### src/bfdh_pkg.sv
package bfdh_pkg;

  // sizing defaults
  localparam int FILTER_WORDS_DEF = 16384;
  localparam int MAX_PROBES_DEF   = 20;

  // configuration
  localparam int CFG_IDX_W  = 2;
  localparam int CFG_DATA_W = 32;
  localparam int BIT_COUNT_W   = 21;
  localparam int PROBE_COUNT_W = 5;
  localparam logic [BIT_COUNT_W-1:0]   BIT_COUNT_RST   = 21'd1048576;
  localparam logic [PROBE_COUNT_W-1:0] PROBE_COUNT_RST = 5'd7;
  localparam logic [CFG_IDX_W-1:0] REG_BIT_COUNT   = 2'd0;
  localparam logic [CFG_IDX_W-1:0] REG_PROBE_COUNT = 2'd1;

  // hash constants
  localparam logic [63:0] GOLD_A = 64'h9E3779B185EBCA87;
  localparam logic [63:0] GOLD_B = 64'hC2B2AE3D27D4EB4F;
  localparam logic [31:0] COUNT_MAX = 32'hFFFF_FFFF;

  // remainder unit: bits retired per cycle and steps per 64-bit dividend
  localparam int DIV_BITS  = 4;
  localparam int DIV_STEPS = 64 / DIV_BITS;
  localparam int DIV_CNT_W = $clog2(DIV_STEPS);

  // multiplier sequence: three partial products per hash
  localparam int MUL_STEPS = 6;
  localparam int MUL_SEL_W = 3;

  typedef enum logic [1:0] {
    CMD_ADD   = 2'd0,
    CMD_QUERY = 2'd1,
    CMD_CLEAR = 2'd2,
    CMD_NONE  = 2'd3
  } cmd_t;

  typedef struct packed {
    cmd_t        cmd;
    logic [63:0] volume_key;
    logic [63:0] file_key_low;
    logic [63:0] file_key_high;
  } req_t;

  typedef struct packed {
    logic        maybe_present;
    logic [31:0] inserted_count;
  } res_t;

  // controller to datapath
  typedef struct packed {
    logic                 load;
    logic                 mix1;
    logic                 mix2;
    logic                 mul_en;
    logic [MUL_SEL_W-1:0] mul_sel;
    logic                 probe_load;
    logic                 probe_first;
    logic                 mod_step;
    logic                 check;
    logic                 clr_wr;
    logic                 fire;
  } ctl_t;

  // datapath to controller
  typedef struct packed {
    cmd_t cmd;
    logic bit_set;
  } sts_t;

endpackage

### src/bfdh_ctrl.sv
module bfdh_ctrl #(
  parameter int FILTER_WORDS = bfdh_pkg::FILTER_WORDS_DEF,
  parameter int MAX_PROBES   = bfdh_pkg::MAX_PROBES_DEF,
  parameter int AW = (FILTER_WORDS > 1) ? $clog2(FILTER_WORDS) : 1,
  parameter int PW = $clog2(MAX_PROBES + 1)
) (
  input  logic           clk,
  input  logic           rst,
  input  logic           start,
  input  bfdh_pkg::cmd_t start_cmd,
  input  logic [PW-1:0]  np,
  input  bfdh_pkg::sts_t sts,
  output bfdh_pkg::ctl_t ctl,
  output logic [AW-1:0]  clr_addr,
  output logic           busy,
  output logic           res_valid
);

  typedef enum logic [3:0] {
    S_IDLE, S_SWEEP, S_MIX1, S_MIX2, S_MUL, S_PREP, S_MOD, S_READ, S_CHECK, S_FIN
  } state_t;

  state_t state;
  logic   sweep_cmd;
  logic [bfdh_pkg::MUL_SEL_W-1:0] msel;
  logic [bfdh_pkg::DIV_CNT_W-1:0] dstep;
  logic [PW-1:0] pidx;

  // decode commands from state
  always_comb begin
    ctl = '0;
    ctl.load        = (state == S_IDLE) && start;
    ctl.mix1        = (state == S_MIX1);
    ctl.mix2        = (state == S_MIX2);
    ctl.mul_en      = (state == S_MUL);
    ctl.mul_sel     = msel;
    ctl.probe_load  = (state == S_PREP);
    ctl.probe_first = (pidx == '0);
    ctl.mod_step    = (state == S_MOD);
    ctl.check       = (state == S_CHECK);
    ctl.clr_wr      = (state == S_SWEEP);
    ctl.fire        = (state == S_FIN);
  end

  assign busy = (state != S_IDLE);

  // sequence: sweep after reset, then hash, probe, report
  always_ff @(posedge clk) begin
    if (rst) begin
      state     <= S_SWEEP;
      sweep_cmd <= 1'b0;
      clr_addr  <= '0;
      msel      <= '0;
      dstep     <= '0;
      pidx      <= '0;
      res_valid <= 1'b0;
    end else begin
      res_valid <= (state == S_FIN);
      unique case (state)
        S_IDLE: begin
          if (start) begin
            pidx <= '0;
            msel <= '0;
            clr_addr <= '0;
            if (start_cmd == bfdh_pkg::CMD_ADD || start_cmd == bfdh_pkg::CMD_QUERY) begin
              state <= S_MIX1;
            end else if (start_cmd == bfdh_pkg::CMD_CLEAR) begin
              sweep_cmd <= 1'b1;
              state     <= S_SWEEP;
            end else begin
              state <= S_FIN;
            end
          end
        end
        S_SWEEP: begin
          clr_addr <= clr_addr + 1'b1;
          if (clr_addr == AW'(FILTER_WORDS - 1)) begin
            state     <= sweep_cmd ? S_FIN : S_IDLE;
            sweep_cmd <= 1'b0;
          end
        end
        S_MIX1: state <= S_MIX2;
        S_MIX2: state <= S_MUL;
        S_MUL: begin
          msel <= msel + 1'b1;
          if (msel == bfdh_pkg::MUL_SEL_W'(bfdh_pkg::MUL_STEPS - 1)) begin
            state <= S_PREP;
          end
        end
        S_PREP: begin
          dstep <= '0;
          state <= S_MOD;
        end
        S_MOD: begin
          dstep <= dstep + 1'b1;
          if (dstep == bfdh_pkg::DIV_CNT_W'(bfdh_pkg::DIV_STEPS - 1)) begin
            state <= S_READ;
          end
        end
        S_READ: state <= S_CHECK;
        S_CHECK: begin
          pidx <= pidx + 1'b1;
          if ((sts.cmd == bfdh_pkg::CMD_QUERY && !sts.bit_set) || pidx == np - 1'b1) begin
            state <= S_FIN;
          end else begin
            state <= S_PREP;
          end
        end
        S_FIN: state <= S_IDLE;
        default: state <= S_IDLE;
      endcase
    end
  end

endmodule

### config.mk
export PLATFORM = sky130hd
export DESIGN_NAME = bfdh_ctrl
export DESIGN_NICKNAME = d
export VERILOG_FILES = /design/src/bfdh_pkg.sv /design/src/bfdh_ctrl.sv
export SDC_FILE = /design/constraint.sdc
export NUM_CORES = 1
export LEC_CHECK = 0
export BUFFER_PORTS_ARGS = -buffer_cell sky130_fd_sc_hd__buf_4
export CAP_MARGIN = 20
export CELL_PAD_IN_SITES_DETAIL_PLACEMENT = 0
export CELL_PAD_IN_SITES_GLOBAL_PLACEMENT = 1
export CORE_UTILIZATION = 42
export CTS_CLUSTER_SIZE = 25
export DETAILED_ROUTE_END_ITERATION = 12
export PLACE_DENSITY_LB_ADDON = 0.1
export SYNTH_ARGS = -nofsm -noshare
export SYNTH_HDL_FRONTEND = slang
export SYNTH_SLANG_ARGS = --single-unit
### constraint.sdc
create_clock -name clk -period 5.9 [get_ports clk]
set_input_delay 1.18 -clock clk [delete_from_list [all_inputs] [get_ports clk]]
set_output_delay 1.18 -clock clk [all_outputs]
set_load 0.03 [all_outputs]
==> results of run 1 <==
[final cells by class]
| type | count | area, µm² |
|---|---|---|
| sequential | 32 | 641 |
| tap | 50 | 62.6 |
| fill | 431 | 1880 |
| multi-input combinational | 183 | 1110 |
| timing repair buffer | 41 | 308 |
| inverter | 13 | 48.8 |
| clock buffer | 8 | 90.1 |
[metrics by stage]
stage / util / instances
finish: 0.546 / 327
global route: 0.546 / 327
CTS: 0.546 / 327
detailed placement: 0.524 / 319
global placement: 0.524 / 319
floorplan: - / 241
[placed cells by master, fill, tap and decap left out, drive strengths merged, types with 5 or more instances in the layout]
| cell type | instances |
|---|---|
| ha | 7 |
| nor3 | 11 |
| nand2 | 17 |
| o21ai | 9 |
| nand2b | 5 |
| buf | 41 |
| dfxtp | 32 |
| a21oi | 24 |
| inv | 12 |
| clkbuf | 8 |
| xor2 | 6 |
| nand3 | 15 |
| or3 | 5 |
| nor2 | 27 |
| a31oi | 6 |
[logic make-up (layout without fill, tap and decap cells)]
| family | Yosys count | after routing | synth area share |
|---|---|---|---|
| buffers and inverters | 26 | 62 | 0.0610 |
| DFF | 32 | 32 | 0.343 |
| and+or+nand+nor | 107 | 107 | 0.301 |
| muxes | 2 | 2 | 0.0121 |
| xor gates and xnor gates | 9 | 9 | 0.0422 |
| adders and majority gates | 7 | 7 | 0.0469 |
| AOI/OAI and AO/OA | 58 | 58 | 0.194 |
[worst max-delay path by stage]
stage | startpoint | to | slack, ns | cells after the start
floorplan | state[0] | ctl[10] | 2.91 | 3
global placement | start | ctl[12] | 2.52 | 4
detailed placement | start | ctl[12] | 2.47 | 4
CTS | start | ctl[12] | 2.45 | 4
global route | state[0] | ctl[12] | 2.30 | 4
finish | start | ctl[12] | 2.47 | 4
[power groups by stage]
stage	combinational (mW)	sequential (mW)	clock, mW
6_report	0.285	0.275	0.177
3_3_place_gp	0.283	0.279	0
4_1_cts	0.286	0.274	0.182
3_5_place_dp	0.284	0.278	0
2_1_floorplan	0.233	0.261	0
5_1_grt	0.316	0.281	0.193
[per-layer routing]
layer | up-vias | track usage | wire, µm
met2 | 43 | 0.337 | 2110
met5 | - | 0 | 0
li1 | 941 | - | -
met1 | 871 | 0.262 | 2250
met4 | 0 | 0.0755 | 53
met3 | 5 | 0.0543 | 192
[tightest hold or removal path: stages, from the launching register on]
cell	delay (ns)
dfxtp_1	0.35
o21ai_0	0.09
a21oi_1	0.06
[registers in the layout, summed over array words and instances (netlist names)]
register,flops
dstep,4
pidx,5
res_valid,1
msel,3
sweep_cmd,1
state,4
clr_addr,14
==> impl_metrics.ini, run 1 <==
[drt]
route.antenna.remaining_nets = 0
postRouteWirelength_um = 4610
detail_route.wl_per_cell_um = 14.1
dr.pass1.iters = 5
vias_per_cell = 5.69
vias = 1860
drt_drc = 0
detailedRoute.firstIterationViolations = 120

[pwr]
internal-power_mw = 0.431
sum_of_internal_switching_and_leakage_power_mw = 0.737
power.clock.fraction = 0.240
p_switching_mw = 0.306
power_switching_share = 0.415
p_comb_frac = 0.387
sequentialPowerShare = 0.373
power.static_leakage_nw = 0.898
irDropWorstVdd_mv = 0.167
power_density_nw_per_um2 = 326

[placed_design]
dp_hpwl_um = 3160
pre_cts_ws_ns = 2.47
area_after_detailed_placement_um2 = 2170
placement.io_buffers = 41
globalplace.congestion = 0.812

[worst_setup_path]
setup.reg_to_reg.worst_slack_ns = 3.44
timing.rr.end = clr_addr[13]
cp_cell_sequence = buf_4 > nand3_1 > clkinv_1 > buf_4
timing.critical_path.fanout_max = 10
path_common_cell = buf_4
crit_slowest_cell = clkinv_1
critical_path.reg2reg.startpoint = state[0]
ff2ff_path_depth = 4
crit_path_launch_type = input port
critPathTopFamily = buffers and inverters
worst_setup_end_kind = output port
critical_path_buf_inv_count = 3
cp_slowest_stage_delay_ns = 0.36
required_ns = 4.72
criticalPathCategory = in2out
cp.arrival_ns = 2.25

[synthesis]
yosys_synthesis_warning_count = 0
synth_largest_type_area_fraction = 0.343
synth-seq-area-share = 0.343
ys_top_cells_by_count = dfxtp_1 (32), nor2_1 (27), a21oi_1 (24)
synthDominantAreaCellType = dfxtp_1
ys_async_sr_fraction = 0
mean_instance_size_in_the_synthesized_netlist_um2 = 7.75
post_synthesis_net_count = 261
synth-edff-count = 0
synthDistinctLibCells = 46
yosys.cell_count.top_type = dfxtp_1
ys_seq_elements = 32
synth_top_cells_by_area = dfxtp_1 (34%), a21oi_1 (6.4%), nor2_1 (5.4%)
ys.flop_type = dfxtp_1
netlist_instances = 241
syn_area_um2 = 1870

[worst_hold_path]
worst_hold_path_type = reg2reg
worst_hold_startpoint = clr_addr[5]
hold_path_depth = 2
endpoint_of_the_worst_hold_path = clr_addr[5]

[sta]
achievable-frequency_mhz = 292
report.final.setup_viol = 0
max_slew.worst_pin.slew_ns = 0.610
unrepaired_setup_endpoints_after_global_routing = no
post-route-min-period_ns = 3.43
slew_viol_final = 0
final_critical_path_setup_slack_ns = 2.47
timing.slew.headroom = 0.593
fin_crit_sh = 0.581
setup_total_negative_slack_ns = 0
report.final.hold_viol_count = 0
skew_ns = 0.00448
final.hold.worst_slack_ns = 0.540

[grt]
globalRoute.totalOverflow = 0
total_routing_resource_utilization_after_global_routing = 0.207
global_route_wire_length_before_repair_um = 7270
grt_max_degree = 33
first_global_vias = 1601
antenna_found_initial = 0

[floorplanning]
floorplan.initialDensity = 0.450
fp-row-count = 23
floorplan.die_area_um2 = 4720
die-width_um = 68.7
io_pins = 42
die_height_um = 68.7
floorplan.core_area_um2 = 4140

[cells_and_area]
area_growth_pct = 21.2
nNetsFinal = 296
final_design_area_no_fill_um2 = 2260
antenna-diode-count = 0
final_layout_size_suffix_gt1_frac = 0.195

[clock_tree]
cts_resized = 0
cts_tree = yes
cts_sinks = 32
root_buffer = clkbuf_8
worst_skew_pair.late_latency_ns = 0.28
clockBufferDepth = 2
setup_fix_buffers_added_after_clock_tree_synthesis = 0
number_of_cts_inserted_buffers = 5
post_cts_hold_buffer_count = 0
cts.htree.levels = 2
clk_pin_slew_worst_paths_ns = 0.06

[run_status]
outcome = finished, final reports clean

[run]
cap_violations = 0
Power figures use the tool's default switching activity.
==> run 2: changes to the inputs <==
--- a/config.mk
+++ b/config.mk
@@ -5,11 +5,12 @@
 export SDC_FILE = /design/constraint.sdc
 export NUM_CORES = 1
 export LEC_CHECK = 0
+export ABC_AREA = 1
 export BUFFER_PORTS_ARGS = -buffer_cell sky130_fd_sc_hd__buf_4
 export CAP_MARGIN = 20
 export CELL_PAD_IN_SITES_DETAIL_PLACEMENT = 0
 export CELL_PAD_IN_SITES_GLOBAL_PLACEMENT = 1
-export CORE_UTILIZATION = 42
+export CORE_UTILIZATION = 38
 export CTS_CLUSTER_SIZE = 25
 export DETAILED_ROUTE_END_ITERATION = 12
 export PLACE_DENSITY_LB_ADDON = 0.1
==> constraint.sdc (replaced) <==
create_clock -name clk -period 3.2 [get_ports clk]
set_input_delay 0.64 -clock clk [delete_from_list [all_inputs] [get_ports clk]]
set_output_delay 0.64 -clock clk [all_outputs]
set_load 0.03 [all_outputs]
==> run 2 against run 1 <==
  * Clock power grew 85%
  * Setup slack got worse by 1.4 ns
  * Critical endpoint unchanged
  * Largest cell class unchanged
  * Global-route usage fell by 2.3 points
  * Flip-flop and latch count did not move
  * Design area rose by 7.2%
  * Wire length rose by 3.2%
  * Critical path type is now reg2out
  * Die area increased by 16%
==> impl_metrics.ini, run 2 <==
[synthesis]
ys_top_cells_by_count = nand2_1 (72), inv_1 (37), dfxtp_1 (32)
ys.flop_type = dfxtp_1
yosys.area_share.xor_xnor = 0
netlist_instances = 293
ys_async_sr_fraction = 0
syn_area_um2 = 1970
synth-edff-count = 0
post_synthesis_net_count = 313
synthDistinctLibCells = 35
mean_instance_size_in_the_synthesized_netlist_um2 = 6.73
synth-seq-area-share = 0.325
synth_top_cells_by_area = dfxtp_1 (32%), nand2_1 (14%), inv_1 (7.0%)
synth_largest_type_area_fraction = 0.325
synth-compound-area-share = 0.161
synth-simple-area-share = 0.376
yosys.cell_count.top_type = nand2_1
ys_seq_elements = 32
yosys_synthesis_warning_count = 0
synthDominantAreaCellType = dfxtp_1
synth_adder_area_share = 0.0444
yosys-mux-area-fraction = 0
combinational_family_with_the_most_area_after_synthesis = simple AND/OR/NAND/NOR gates

[worst_setup_path]
crit_path_launch_type = flip-flop
critPathTopFamily = simple AND/OR/NAND/NOR gates
crit_slowest_cell = dfxtp_1
cp_slowest_stage_delay_ns = 0.43
cp_cell_sequence = nor2_4 > nand2_1 > nor2_4 > buf_4
required_ns = 2.56
critical_path_buf_inv_count = 1
worst_setup_end_kind = output port
timing.critical_path.fanout_max = 8
path_common_cell = nor2_4
cp.arrival_ns = 1.53
criticalPathCategory = reg2out

[grt]
grt_use_met1 = 0.233
globalRoute.totalOverflow = 0
total_routing_resource_utilization_after_global_routing = 0.184
top_usage_layer = met2
global_route.usage.met3 = 0.0461
global_route_wire_length_before_repair_um = 7750
grt_max_degree = 19
first_global_vias = 1777
grt.met2_usage = 0.304
antenna_found_initial = 0

[clock_tree]
number_of_cts_inserted_buffers = 5
cts.htree.levels = 2
worst_skew_pair.late_latency_ns = 0.29
clk_pin_slew_worst_paths_ns = 0.07
post_cts_hold_buffer_count = 0
cts_resized = 0
cts_sinks = 32
setup_fix_buffers_added_after_clock_tree_synthesis = 0
clockBufferDepth = 2
cts_tree = yes
root_buffer = clkbuf_8

[floorplanning]
floorplan.die_area_um2 = 5480
die-width_um = 74.0
io_pins = 42
floorplan.core_area_um2 = 4850
fp-row-count = 25
floorplan.initialDensity = 0.407
die_height_um = 74.0

[drt]
route.antenna.remaining_nets = 0
vias = 1962
detailedRoute.firstIterationViolations = 93
detail_route.wl_per_cell_um = 11.7
vias_per_cell = 4.84
dr.pass1.iters = 4
postRouteWirelength_um = 4750
drt_drc = 0

[cells_and_area]
post_layout_nonfiller_instances = 405
nNetsFinal = 357
final_layout_size_suffix_gt1_frac = 0.219
layout_common_cells = nand2_1 (72), buf_4 (41), inv_1 (37)
largest_register_ffs = 14
final_common_cell = nand2_1
reg.largest.list = clr_addr: 14 flops, pidx: 5 flops
regMostFlops = clr_addr
nFillCells = 507
antenna-diode-count = 0
area_growth_pct = 23.0

[sta]
setup_total_negative_slack_ns = 0
report.final.setup_viol = 0
post-route-min-period_ns = 2.17
unrepaired_setup_endpoints_after_global_routing = no
fin_crit_sh = 0.678
max_slew.worst_pin.slew_ns = 0.590
achievable-frequency_mhz = 461
skew_ns = 0.00569
timing.slew.headroom = 0.606
report.final.hold_viol_count = 0
slew_viol_final = 0

[run_status]
outcome = finished, final reports clean

[placed_design]
placement.io_buffers = 41
post-place-cells = 397
globalplace.congestion = 0.767
dp_hpwl_um = 3490

[pwr]
power_density_nw_per_um2 = 326
irDropWorstVdd_mv = 0.155
power.static_leakage_nw = 1.06

[run]
cap_violations = 0

[worst_hold_path]
worst_hold_path_type = reg2reg
## run 2: changes by cell type in the layout (fill, tap and decap cells not counted), sizes merged, moves of 5 or more
cell    change
inv        +29
or3         -5
xor2        -6
nand2b      -5
o21ai      +11
nor2       +13
a31oi       -6
nand2      +57
## run 2: cell type report
type | instances | area (µm²) | area share
multi-input cells | 216 | 1150 | 0.473
repair buffers | 41 | 308 | 0.127
inverters | 41 | 154 | 0.0635
well taps | 67 | 83.8 | 0.0346
clock inverters | 2 | 10.0 | 0.00413
flip-flops and latches | 32 | 641 | 0.264
clock buffers | 6 | 82.6 | 0.0341
## run 2: cell families after synthesis
logic type | Yosys count
AO/OA/AOI/OAI | 56
AND/OR/NAND/NOR | 153
buffers and inverters | 45
adder cells (fa/ha/maj) | 7
flip-flops | 32
## run 2: final timing paths
path	from	slack, ns	endpoint	cells after the start
setup / recovery	state[2]	1.03	ctl[12]	4
hold reg to reg	sweep_cmd	0.48	sweep_cmd	2
hold / removal	sweep_cmd	0.48	sweep_cmd	2
setup reg to reg	clr_addr[0]	1.48	state[3]	11
## run 2: power by group
part | switching (mW) | internal [mW] | total (mW) | leakage (nW)
Clock | 0.156 | 0.172 | 0.327 | 0.0510
Combinational | 0.0320 | 0.0249 | 0.0570 | 0.748
Sequential | 0.00530 | 0.401 | 0.407 | 0.258
Total | 0.193 | 0.598 | 0.791 | 1.06
## run 2: layer usage
metal | vias to the layer above | wire (µm)
li1 | 1050 | -
met1 | 873 | 2340
met2 | 34 | 2170
met3 | 5 | 185
met4 | 0 | 58
met5 | - | 0
## run 2: metrics by stage
| stage | area [µm²] | worst slack, ns | hold slack, ns | total power [mW] | utilization |
|---|---|---|---|---|---|
| after global placement | 2330 | 1.32 | 0.461 | 0.472 | 0.481 |
| final | 2420 | 1.03 | 0.483 | 0.791 | 0.500 |
| after detailed placement | 2330 | 1.31 | 0.467 | 0.473 | 0.481 |
| after floorplan | 1970 | 1.32 | 0.440 | 0.448 | - |
| after global routing | 2420 | 0.925 | 0.507 | 0.824 | 0.500 |
| after CTS | 2420 | 1.02 | 0.485 | 0.803 | 0.500 |
## run 2: worst reg2reg max path, stage by stage (launching register included)
cell	delay (ns)
dfxtp_1	0.44
ha_1	0.22
nand2_2	0.07
nor2_2	0.16
inv_2	0.06
nor3_2	0.20
nand2_1	0.08
nand2_1	0.12
nand2_1	0.08
nor2_2	0.10
nand2_1	0.06
nor2_1	0.08
==> run 3: changes to the inputs <==
==> constraint.sdc (replaced) <==
create_clock -name clk -period 2.05 [get_ports clk]
set_input_delay 0.41 -clock clk [delete_from_list [all_inputs] [get_ports clk]]
set_output_delay 0.41 -clock clk [all_outputs]
set_load 0.03 [all_outputs]
==> run 3 against run 2 <==
  * Clock skew grew 0.0033 ns
  * Register-to-register slack got worse by 1.0 ns
  * Final cell count is 1.2% higher
  * Global-route usage is 0.68 points higher
  * Via count rose by 2.0%
  * Power is 68% higher
  * Non-clock buffer count increased by 5
  * Design area grew 2.3%
  * Wire length about the same
  * First-iteration DRC count up 7.5%
  * Hold slack worse by 0.041 ns
  * Largest power group unchanged
==> impl_metrics.ini, run 3 (same netlist as run 2, synthesis figures left out) <==
[run_status]
outcome = finished, final reports clean

[worst_hold_path]
hold_path_depth = 2
worst_hold_startpoint = rst
worst_hold_path_type = in2reg
endpoint_of_the_worst_hold_path = state[1]

[worst_setup_path]
path_common_cell = nor2_4
cp.arrival_ns = 1.51
critPathTopFamily = simple AND/OR/NAND/NOR gates
timing.critical_path.fanout_max = 8
cp_slowest_stage_delay_ns = 0.43
cp_cell_sequence = nor2_4 > nand2_1 > nor2_4 > buf_4
required_ns = 1.64
critical_path.reg2reg.startpoint = clr_addr[1]
timing.rr.end = state[3]
crit_path_launch_type = flip-flop
setup.reg_to_reg.worst_slack_ns = 0.44
criticalPathCategory = reg2out
crit_slowest_cell = dfxtp_1
ff2ff_path_depth = 11
critical_path_buf_inv_count = 1
worst_setup_end_kind = output port

[floorplanning]
die_height_um = 74.0
floorplan.initialDensity = 0.407
io_pins = 42
floorplan.die_area_um2 = 5480
floorplan.core_area_um2 = 4850
fp-row-count = 25
die-width_um = 74.0

[grt]
globalRoute.totalOverflow = 0
first_global_vias = 1844
grt_max_degree = 17
antenna_found_initial = 0
total_routing_resource_utilization_after_global_routing = 0.191
global_route_wire_length_before_repair_um = 8080

[sta]
final_critical_path_setup_slack_ns = 0.130
fin_crit_sh = 0.937
report.final.hold_viol_count = 0
report.final.setup_viol = 0
post-route-min-period_ns = 1.92
max_slew.worst_pin.slew_ns = 0.439
unrepaired_setup_endpoints_after_global_routing = no
slew_viol_final = 0
skew_ns = 0.00895
timing.slew.headroom = 0.705
setup_total_negative_slack_ns = 0
achievable-frequency_mhz = 521

[placed_design]
globalplace.congestion = 0.760
dp_hpwl_um = 3570
pre_cts_ws_ns = 0.404
placement.io_buffers = 41

[pwr]
irDropWorstVdd_mv = 0.305
sum_of_internal_switching_and_leakage_power_mw = 1.33
power.static_leakage_nw = 1.09
power_density_nw_per_um2 = 536

[drt]
route.antenna.remaining_nets = 0
drt_drc = 0
postRouteWirelength_um = 4750
detail_route.wl_per_cell_um = 11.6
vias = 2001
detailedRoute.firstIterationViolations = 100
dr.pass1.iters = 4
vias_per_cell = 4.88

[cells_and_area]
nNetsFinal = 362
regMostFlops = clr_addr
reg.largest.list = clr_addr: 14 flops, pidx: 5 flops
antenna-diode-count = 0
area_growth_pct = 25.8
nFillCells = 510
final_common_cell = nand2_1
layout_common_cells = nand2_1 (72), buf_4 (46), inv_1 (37)
largest_register_ffs = 14
final_layout_size_suffix_gt1_frac = 0.230

[clock_tree]
post_cts_hold_buffer_count = 0
worst_skew_pair.late_latency_ns = 0.29
cts.htree.levels = 2
cts_tree = yes
number_of_cts_inserted_buffers = 5
root_buffer = clkbuf_8
clk_pin_slew_worst_paths_ns = 0.07
cts_sinks = 32
clockBufferDepth = 2

[run]
cap_violations = 0
-- run 3: cell types whose count changed in the layout (fill, tap and decap cells not counted) --
cell,delta
nor2_2,+1
clkbuf_8,-1
clkinv_2,-1
buf_4,+5
bufinv_16,+1
clkbuf_1,+1
nor2_1,-1
-- run 3: final cells by class --
type                    instances  area, µm²  area share
repair buffers                 46        345       0.139
inverters                      41        154      0.0621
well taps                      67       83.8      0.0338
multi-input cells             216       1150       0.463
clock inverters                 2       35.0      0.0141
flip-flops and latches         32        641       0.258
clock buffers                   6       72.6      0.0293
-- run 3: per-stage QoR --
step,cell area [µm²],util,hold slack [ns],std cells
4_1_cts,2460,0.508,0.426,408
6_report,2480,0.511,0.442,410
3_3_place_gp,2350,0.486,0.454,400
3_5_place_dp,2350,0.486,0.463,400
2_1_floorplan,1970,-,0.440,293
5_1_grt,2480,0.511,0.438,410
-- run 3: metal layers --
metal | up-vias | track usage | wire (µm)
met3 | 7 | 0.0488 | 222
met2 | 40 | 0.305 | 2190
met5 | - | 0 | 0
met4 | 0 | 0.0855 | 65
li1 | 1062 | - | -
met1 | 892 | 0.242 | 2280
-- run 3: report_power, final --
group / internal, mW / switching (mW)
clock: 0.360 / 0.240
combinational: 0.0432 / 0.0526
sequential: 0.627 / 0.00656
-- run 3: timing repair --
action	4_1_cts	5_1_grt
setup endpoints to repair	0	1
setup buffers	0	2
gates resized for setup	0	1
-- run 3: worst max path at each step --
stage,slack [ns],from,endpoint,depth (start not counted)
after global placement,0.43,np[0],state[3],13
after detailed placement,0.40,state[2],ctl[12],4
after CTS,0.1,state[2],ctl[12],4
after global routing,0.03,state[2],ctl[12],4
final,0.13,state[2],ctl[12],4
after floorplan,0.38,clr_addr[0],state[3],11
